`src/rtl/sorted_alarm_queue_timer_defines.svh`:
```
// Assertion macros for the sorted alarm queue timer.
`ifndef SORTED_ALARM_QUEUE_TIMER_DEFINES_SVH
`define SORTED_ALARM_QUEUE_TIMER_DEFINES_SVH

// Check a property on every rising clock edge outside reset.
`define SAQT_ASSERT(label, prop, msg) \
   label: assert property (@(posedge clock) disable iff (reset) prop) else $error(msg);

// Check that a condition never holds outside reset.
`define SAQT_NEVER(label, expr, msg) \
   label: assert property (@(posedge clock) disable iff (reset) !(expr)) else $error(msg);

`endif

```
`src/rtl/saqt_pkg.sv`:
```
`default_nettype none
package saqt_pkg;
   localparam int ALARMS_DEFAULT = 8;
   localparam int QUEUE_DEPTH = 8;
   localparam logic [31:0] FREQ_RESET = 32'd1000000;
   localparam logic [31:0] MS_CAP = 32'd4294967;
   localparam logic [31:0] US_PER_MS = 32'd1000;
   localparam logic [62:0] TICK_RECIP = 63'd4835703278458516699;

   localparam logic [1:0] ACT_TICK = 2'd0;
   localparam logic [1:0] ACT_START = 2'd1;
   localparam logic [1:0] ACT_STOP = 2'd2;

   typedef enum logic [2:0] {
      ST_IDLE,
      ST_DECODE,
      ST_CONV,
      ST_INSERT,
      ST_SCAN,
      ST_EMIT,
      ST_REPORT
   } saqt_state_type;

   typedef struct packed {
      logic        start;
      logic [31:0] us;
   } saqt_conv_cmd_type;

   typedef struct packed {
      logic        busy;
      logic        done;
      logic [63:0] ticks;
   } saqt_conv_rsp_type;
endpackage
`default_nettype wire

```
`src/rtl/saqt_ticks.sv`:
```
`default_nettype none
module saqt_ticks (
   input  wire logic                        clock,
   input  wire logic                        reset,
   input  wire logic [31:0]                 freq_hz,
   input  wire saqt_pkg::saqt_conv_cmd_type cmd,
   output saqt_pkg::saqt_conv_rsp_type      rsp
);
   import saqt_pkg::*;

   localparam logic [2:0] STEP_PROD = 3'd0;
   localparam logic [2:0] STEP_LL = 3'd1;
   localparam logic [2:0] STEP_LH = 3'd2;
   localparam logic [2:0] STEP_HL = 3'd3;
   localparam logic [2:0] STEP_HH = 3'd4;
   localparam logic [2:0] STEP_DONE = 3'd5;

   logic        busy_ff, busy_in;
   logic [2:0]  step_ff, step_in;
   logic [31:0] us_ff, us_in;
   logic [63:0] x_ff, x_in;
   logic [65:0] acc_ff, acc_in;
   logic [63:0] quo_ff, quo_in;
   logic [31:0] mul_a, mul_b;
   logic [63:0] prod;
   logic [63:0] top;

   // x / 1000000 = ((x >> 6) * TICK_RECIP) >> 76, built from 32 by 32 partial products
   always_comb begin
      unique case (step_ff)
         STEP_PROD: begin
            mul_a = freq_hz;
            mul_b = us_ff;
         end
         STEP_LL: begin
            mul_a = x_ff[37:6];
            mul_b = TICK_RECIP[31:0];
         end
         STEP_LH: begin
            mul_a = x_ff[37:6];
            mul_b = {1'b0, TICK_RECIP[62:32]};
         end
         STEP_HL: begin
            mul_a = {6'd0, x_ff[63:38]};
            mul_b = TICK_RECIP[31:0];
         end
         default: begin
            mul_a = {6'd0, x_ff[63:38]};
            mul_b = {1'b0, TICK_RECIP[62:32]};
         end
      endcase
      prod = {32'd0, mul_a} * {32'd0, mul_b};
      top = 64'(acc_ff[65:32]) + prod;
   end

   always_comb begin
      busy_in = busy_ff;
      step_in = step_ff;
      us_in = us_ff;
      x_in = x_ff;
      acc_in = acc_ff;
      quo_in = quo_ff;
      if (cmd.start) begin
         busy_in = 1'b1;
         step_in = STEP_PROD;
         us_in = cmd.us;
      end else if (busy_ff) begin
         step_in = step_ff + 3'd1;
         unique case (step_ff)
            STEP_PROD: begin
               x_in = prod;
            end
            STEP_LL: begin
               acc_in = 66'(prod[63:32]);
            end
            STEP_LH, STEP_HL: begin
               acc_in = acc_ff + 66'(prod);
            end
            STEP_HH: begin
               quo_in = {12'd0, top[63:12]};
            end
            default: begin
               busy_in = 1'b0;
               step_in = step_ff;
            end
         endcase
      end
   end

   always_ff @(posedge clock) begin
      if (reset) begin
         busy_ff <= 1'b0;
         step_ff <= '0;
      end else begin
         busy_ff <= busy_in;
         step_ff <= step_in;
      end
      us_ff <= us_in;
      x_ff <= x_in;
      acc_ff <= acc_in;
      quo_ff <= quo_in;
   end

   assign rsp.busy = busy_ff;
   assign rsp.done = busy_ff && (step_ff == STEP_DONE);
   assign rsp.ticks = quo_ff;
endmodule
`default_nettype wire

```
`config.mk`:
```
export PLATFORM = sky130hd
export DESIGN_NAME = saqt_ticks
export DESIGN_NICKNAME = d
export VERILOG_FILES = /design/src/rtl/sorted_alarm_queue_timer_defines.svh /design/src/rtl/saqt_pkg.sv /design/src/rtl/saqt_ticks.sv
export SDC_FILE = /design/constraint.sdc
export NUM_CORES = 2
export LEC_CHECK = 0
export BUFFER_PORTS_ARGS = -buffer_cell sky130_fd_sc_hd__buf_2
export CAP_MARGIN = 25
export CORE_UTILIZATION = 55
export DETAILED_ROUTE_END_ITERATION = 12
export PLACE_DENSITY = 0.75
export SLEW_MARGIN = 0
export SYNTH_ARGS = -nofsm -noshare
export SYNTH_HDL_FRONTEND = slang
export SYNTH_SLANG_ARGS = --single-unit
```
`constraint.sdc`:
```
create_clock -name clock -period 10.9 [get_ports clock]
set_input_delay 1.09 -clock clock [delete_from_list [all_inputs] [get_ports clock]]
set_output_delay 1.09 -clock clock [all_outputs]
set_load 0.005 [all_outputs]
```
Word-level counts from Yosys, hierarchy flattened
Cells that the tools add are included.
{ "word_totals": {"register_bits": 218, "inputBits": 67, "out_inout_bits": 66, "elab_cells": 34} }
{ "classes": {"add_sub_neg": 3, "mul": 1, "n_eq_ne": 5, "mux": 6, "bitwise_logic": 1, "reduce_logical": 12} }
{ "ops": {"columns": ["op", "n"], "rows": [
  ["66-bit one-hot mux with 2 select lines", 1],
  ["32-bit one-hot mux with 2 select lines", 2],
  ["66-bit by 64-bit adder with 66-bit output", 1],
  ["34-bit by 64-bit adder with 64-bit output", 1],
  ["32-bit by 32-bit multiplier with 64-bit output", 1],
  ["3-bit AND reduction", 3],
  ["2-bit OR reduction", 4],
  ["3-bit by 2-bit equality test with 1-bit output (second input constant)", 2],
  ["3-bit equality test (second input constant)", 2],
  ["5-bit OR reduction", 1],
  ["3-bit by 1-bit adder with 3-bit output (second input constant)", 1],
  ["3-bit by 1-bit equality test with 1-bit output (second input constant)", 1],
  ["3-bit logical NOT", 1],
  ["1-bit 2-to-1 mux", 3],
  ["2-bit AND reduction", 1],
  ["2-bit nonzero test", 1],
  ["1-bit logical AND", 1],
  ["1-bit inverter", 1]
]} }

Depth between registers and ports, before layout
{ "logic_depth": {"word_depth": 6, "ltp_mapped": 51, "mapped_depth_nobuf": 46} }

Worst setup path before layout
No wires, ideal clock.
{ "synth_timing": {"kind": "reg-to-reg", "start": "register step_ff[0]", "end": "register acc_ff[65], data pin", "setup_ns": 0.259, "arrival_time_ns": 11.008, "path_slack_ns": -0.367, "path_stages_with_launch": 46, "n_path_buf": 4, "period_less_slack_ns": 11.267, "cell_sequence": "dfxtp_1 -> inv_1 -> ha_1 -> buf_2 -> nor2b_1 -> clkbuf_1 -> nor2_1 -> clkbuf_1 -> a221oi_1 -> clkbuf_1 -> nor2_1 -> fa_1 -> fa_1 -> fa_1 -> inv_1 -> fa_1 -> inv_1 -> fa_1 -> [10 not listed] -> a21oi_1 -> o21ai_0 -> nand2b_1 -> a21oi_1 -> xnor2_1 -> ha_1 -> a21o_1 -> a21o_1 -> a221oi_1 -> o21ai_0 -> a21oi_2 -> o21ai_1 -> o41a_1 -> a31o_2 -> a211o_1 -> a31o_2 -> a2bb2oi_2 -> mux2i_1"} }
{ "synth_via": {"elab_chain_cells": 6, "word_cells_on_any_way": 12} }
{ "synth_lines": {"columns": ["element", "line_no", "rtl"], "rows": [
  ["from (decl)", "saqt_ticks.sv:19", "logic [2:0] step_ff, step_in;"],
  ["from (signal assigned)", "saqt_ticks.sv:96", "step_ff <= step_in;"],
  ["3-bit by 2-bit equality test with 1-bit output / 3-bit by 1-bit equality test with 1-bit output (equally long branches)", "saqt_ticks.sv:30", "unique case (step_ff)"],
  ["2-bit OR reduction (no line)", null, null],
  ["32-bit one-hot mux with 2 select lines", "saqt_ticks.sv:30", null],
  ["32-bit by 32-bit multiplier with 64-bit output (*)", "saqt_ticks.sv:52", "prod = {32'd0, mul_a} * {32'd0, mul_b};"],
  ["via prod[28]", "saqt_ticks.sv:25", "logic [63:0] prod;"],
  ["66-bit by 64-bit adder with 66-bit output (*)", "saqt_ticks.sv:77", "acc_in = acc_ff + 66'(prod);"],
  ["66-bit one-hot mux with 2 select lines (*)", "saqt_ticks.sv:69", "unique case (step_ff)"],
  ["to (signal assigned)", "saqt_ticks.sv:100", "acc_ff <= acc_in;"],
  ["to (decl)", "saqt_ticks.sv:22", "logic [65:0] acc_ff, acc_in;"]
]} }
The timed path passes the listed nets; every way through them passes the cells marked *.
A chain may end at the register's enable or synchronous reset.

Final worst setup path
Ends and elaborated chain as after synthesis.

==> results.cfg <==
[synth]
mean_area_per_synthesized_cell_um2 = 9.00
synth_cell_type_count = 91
count_of_state_elements_after_synthesis = 212
number_of_enable_type_register_cells_in_the_synthesized_netlist = 208
syn-instance-count = 5110
synth_async_sr_flop_share = 0
flip_flop_cell_with_the_highest_count_after_synthesis = sky130_fd_sc_hd__edfxtp_1
yosysSeqAreaShare = 0.138
yosys_warnings = 0
mappedNetlistArea_mm2 = 0.0460

[grt]
groute.layer.met3.usage = 0.112
global_route.usage.met2 = 0.616
gr-max-usage-layer = met2
groute.usage.overall = 0.397
grt_util_met1 = 0.524
grt_pass1_vias = 42700
global_route.overflow_total = 0
grt_start_max_net_pins = 67
grt_antenna_before_repair = 10
wire_length_of_the_first_global_routing_pass_mm = 252

[critical_path]
worstPathArrival_ns = 11.60
required_time_at_the_endpoint_of_the_critical_path_ns = 11.32
critical_path.slowest_cell = sky130_fd_sc_hd__fa_1
worstReg2RegStart = step_ff[0]
crit_path_frequent_cell = sky130_fd_sc_hd__fa_1
critical_path.startpoint_type = flip-flop
worstReg2RegEnd = acc_ff[65]
worst_setup_path_startpoint = step_ff[0]
regToRegSetupSlack_ns = -0.28
critical_path.endpoint = acc_ff[65]
kind_of_end_point_of_the_critical_path = flip-flop
worstPathMaxFanout = 8
setup_crit_path_kind = flip-flop to flip-flop
critical_path.max_stage_delay_ns = 0.58
worst_r2r_path_depth = 47

[clocking]
holdBufCountCts = 0
clk_latency_ns = 0.64
numClockSinks = 212
cts_made_buffers = 26
cts_buffer_depth = 3
ctsRootBufferMaster = sky130_fd_sc_hd__clkbuf_16
clk_pin_slew_worst_paths_ns = 0.07
cts_tree = done
cts-htree-levels = 1

[routing]
drt-vias-per-instance = 5.89
aggregate_routed_wire_length_mm = 171
drc = 0
wl_per_cell_um = 23.8
detailedRoute.firstPassIterationCount = 8
drtIter0Drc = 4942
detailroute.via_count = 42200
drt.antenna.violating_nets = 0

[floorplan]
floorplan.die_area_mm2 = 0.0848
floorplan.io_pins = 133
die_width_um = 291
initial_standard_cell_utilization_of_the_core = 0.558
placeableCoreArea_mm2 = 0.0824
dieHeight_um = 291
floorplan_row_count = 105

[layout]
postLayoutCoreUtil = 0.720
layout.filler_cells = 5909
multi_input_area_mm2 = 0.0374
final_layout_size_suffix_gt1_frac = 0.270
final_net_count = 7400
area_growth_syn_to_layout_pct = 29.1
layout.area.seq_mm2 = 0.00633

[sta]
fin_worst_skew_ns = 0.0839
min_period_over_period = 1.03
rsz0062_at_grt = yes
slew-limit-headroom = 0.328
report.final.setup_viol = 34
worst_pin_slew_ns = 1.01
drv_slew = 0
final-hold-violation-count = 0
post-route-worst-setup-slack_ns = -0.276
clock.fmax_ghz = 0.0895
finalWorstPathRequiredPeriod_ns = 11.18

[status]
status = complete, but fails checks
failing_checks = setup timing

[flow_run]
timing.max_cap.violations = 0

[placed_design]
dp_hpwl_mm = 139
buffer_ports.inserted = 120
gpl.final_weighted_congestion = 1.03

[hold_path]
hp-class = flip-flop to flip-flop
what timing repair did:
action | CTS | global route
cloned | 4 | 2
buffers inserted | 90 | 54
resized for setup | 221 | 310
endpoints found under the setup margin | 50 | 62
hold endpoints to repair | 0 | 0
pin swaps | 95 | 119
sequential cells by signal, summed over array words and instances, names as in the netlist:
signal	count
x_ff	58
busy_ff	1
step_ff	3
acc_ff	66
us_ff	32
quo_ff	52
routing by layer:
| layer | wire, um | share of wire |
|---|---|---|
| met1 | 62000 | 0.36 |
| met2 | 75500 | 0.44 |
| met3 | 22800 | 0.13 |
| met4 | 10200 | 0.060 |
| met5 | 94 | 0.00055 |
Yosys cell counts (all sizes together) (14+ instances only):
| library cell | count | area (um2) |
|---|---|---|
| inv | 968 | 3630 |
| fa | 897 | 18000 |
| nand2 | 687 | 2580 |
| nor2 | 656 | 2460 |
| ha | 365 | 4570 |
| clkbuf | 219 | 822 |
| edfxtp | 208 | 6250 |
| a21oi | 202 | 1030 |
| o21ai | 113 | 566 |
| xnor2 | 100 | 883 |
| a21o | 86 | 646 |
| xor2 | 54 | 473 |
| nand3 | 48 | 240 |
| and2 | 45 | 282 |
| buf | 35 | 201 |
| a221oi | 32 | 280 |
| nand4 | 31 | 206 |
| nor3 | 27 | 135 |
| a221o | 26 | 260 |
| a31oi | 22 | 168 |
| nand2b | 22 | 138 |
| o21bai | 21 | 158 |
| and3 | 20 | 125 |
| a211oi | 19 | 148 |
| o21a | 19 | 143 |
| or2 | 17 | 106 |
| nor2b | 14 | 87.6 |
stage by stage:
stage / cells / hold WS [ns] / setup TNS [ns] / setup WS [ns] / cell area [um2]
global route: 7160 / 0.615 / -14.01 / -0.528 / 59300
detailed placement: 6973 / 0.572 / -15.66 / -0.710 / 54800
global placement: 6973 / 0.560 / -10.93 / -0.608 / 54800
CTS: 7113 / 0.585 / -1.03 / -0.132 / 57500
floorplan: 5121 / 0.531 / -0.0156 / -0.0156 / 46200
finish: 7163 / 0.590 / -5.15 / -0.276 / 59300
area by class of cell:
cell class | instances | area share
sequential | 212 | 0.107
tap | 1070 | 0.0226
antenna | 3 | 0.000126
multi-input combinational | 3686 | 0.630
timing repair buffer | 1176 | 0.165
inverter | 969 | 0.0614
clock buffer | 32 | 0.0113
clock inverter | 15 | 0.00259
placed cells by master, fill, tap and decap left out, types with 75 or more instances in the layout:
| cell | instances |
|---|---|
| sky130_fd_sc_hd__a21o_1 | 85 |
| sky130_fd_sc_hd__a21oi_1 | 144 |
| sky130_fd_sc_hd__buf_2 | 120 |
| sky130_fd_sc_hd__buf_4 | 918 |
| sky130_fd_sc_hd__edfxtp_1 | 208 |
| sky130_fd_sc_hd__fa_1 | 857 |
| sky130_fd_sc_hd__ha_1 | 322 |
| sky130_fd_sc_hd__inv_1 | 939 |
| sky130_fd_sc_hd__nand2_1 | 670 |
| sky130_fd_sc_hd__nor2_1 | 617 |
| sky130_fd_sc_hd__xnor2_1 | 75 |
worst max-delay path: cells and delay by family (launching register included):
family	cells	cell delay, ns
simple gates	9	1.25
flops	1	0.36
mux	1	0.19
buf+inv	12	1.23
fa+ha+maj	11	4.79
compound gates	14	3.13
worst min path at each step:
stage	startpoint	to	slack (ns)	cells after the start
after floorplan	step_ff[1]	step_ff[1]	0.53	2
after global placement	step_ff[1]	step_ff[1]	0.56	2
after detailed placement	step_ff[1]	step_ff[1]	0.57	2
after CTS	step_ff[1]	step_ff[1]	0.59	2
after global routing	cmd[26]	us_ff[26]	0.61	1
final	step_ff[1]	step_ff[1]	0.59	2
kinds of logic (layout without fill, tap and decap cells):
kind of cell	Yosys count	after routing	synth area share
AND/OR/NAND/NOR	1614	1614	0.147
adder cells (fa/ha/maj)	1262	1262	0.490
buffers and inverters	1223	2192	0.101
AO/OA/AOI/OAI	639	639	0.0931
flip-flops	212	212	0.138
XOR/XNOR	154	154	0.0295
multiplexers	5	5	0.00112
other	1	15	0.0000816
Power is left out: the tool's default activity adds up to more than one toggle a clock period on the data nets, which glitch-free logic cannot reach.
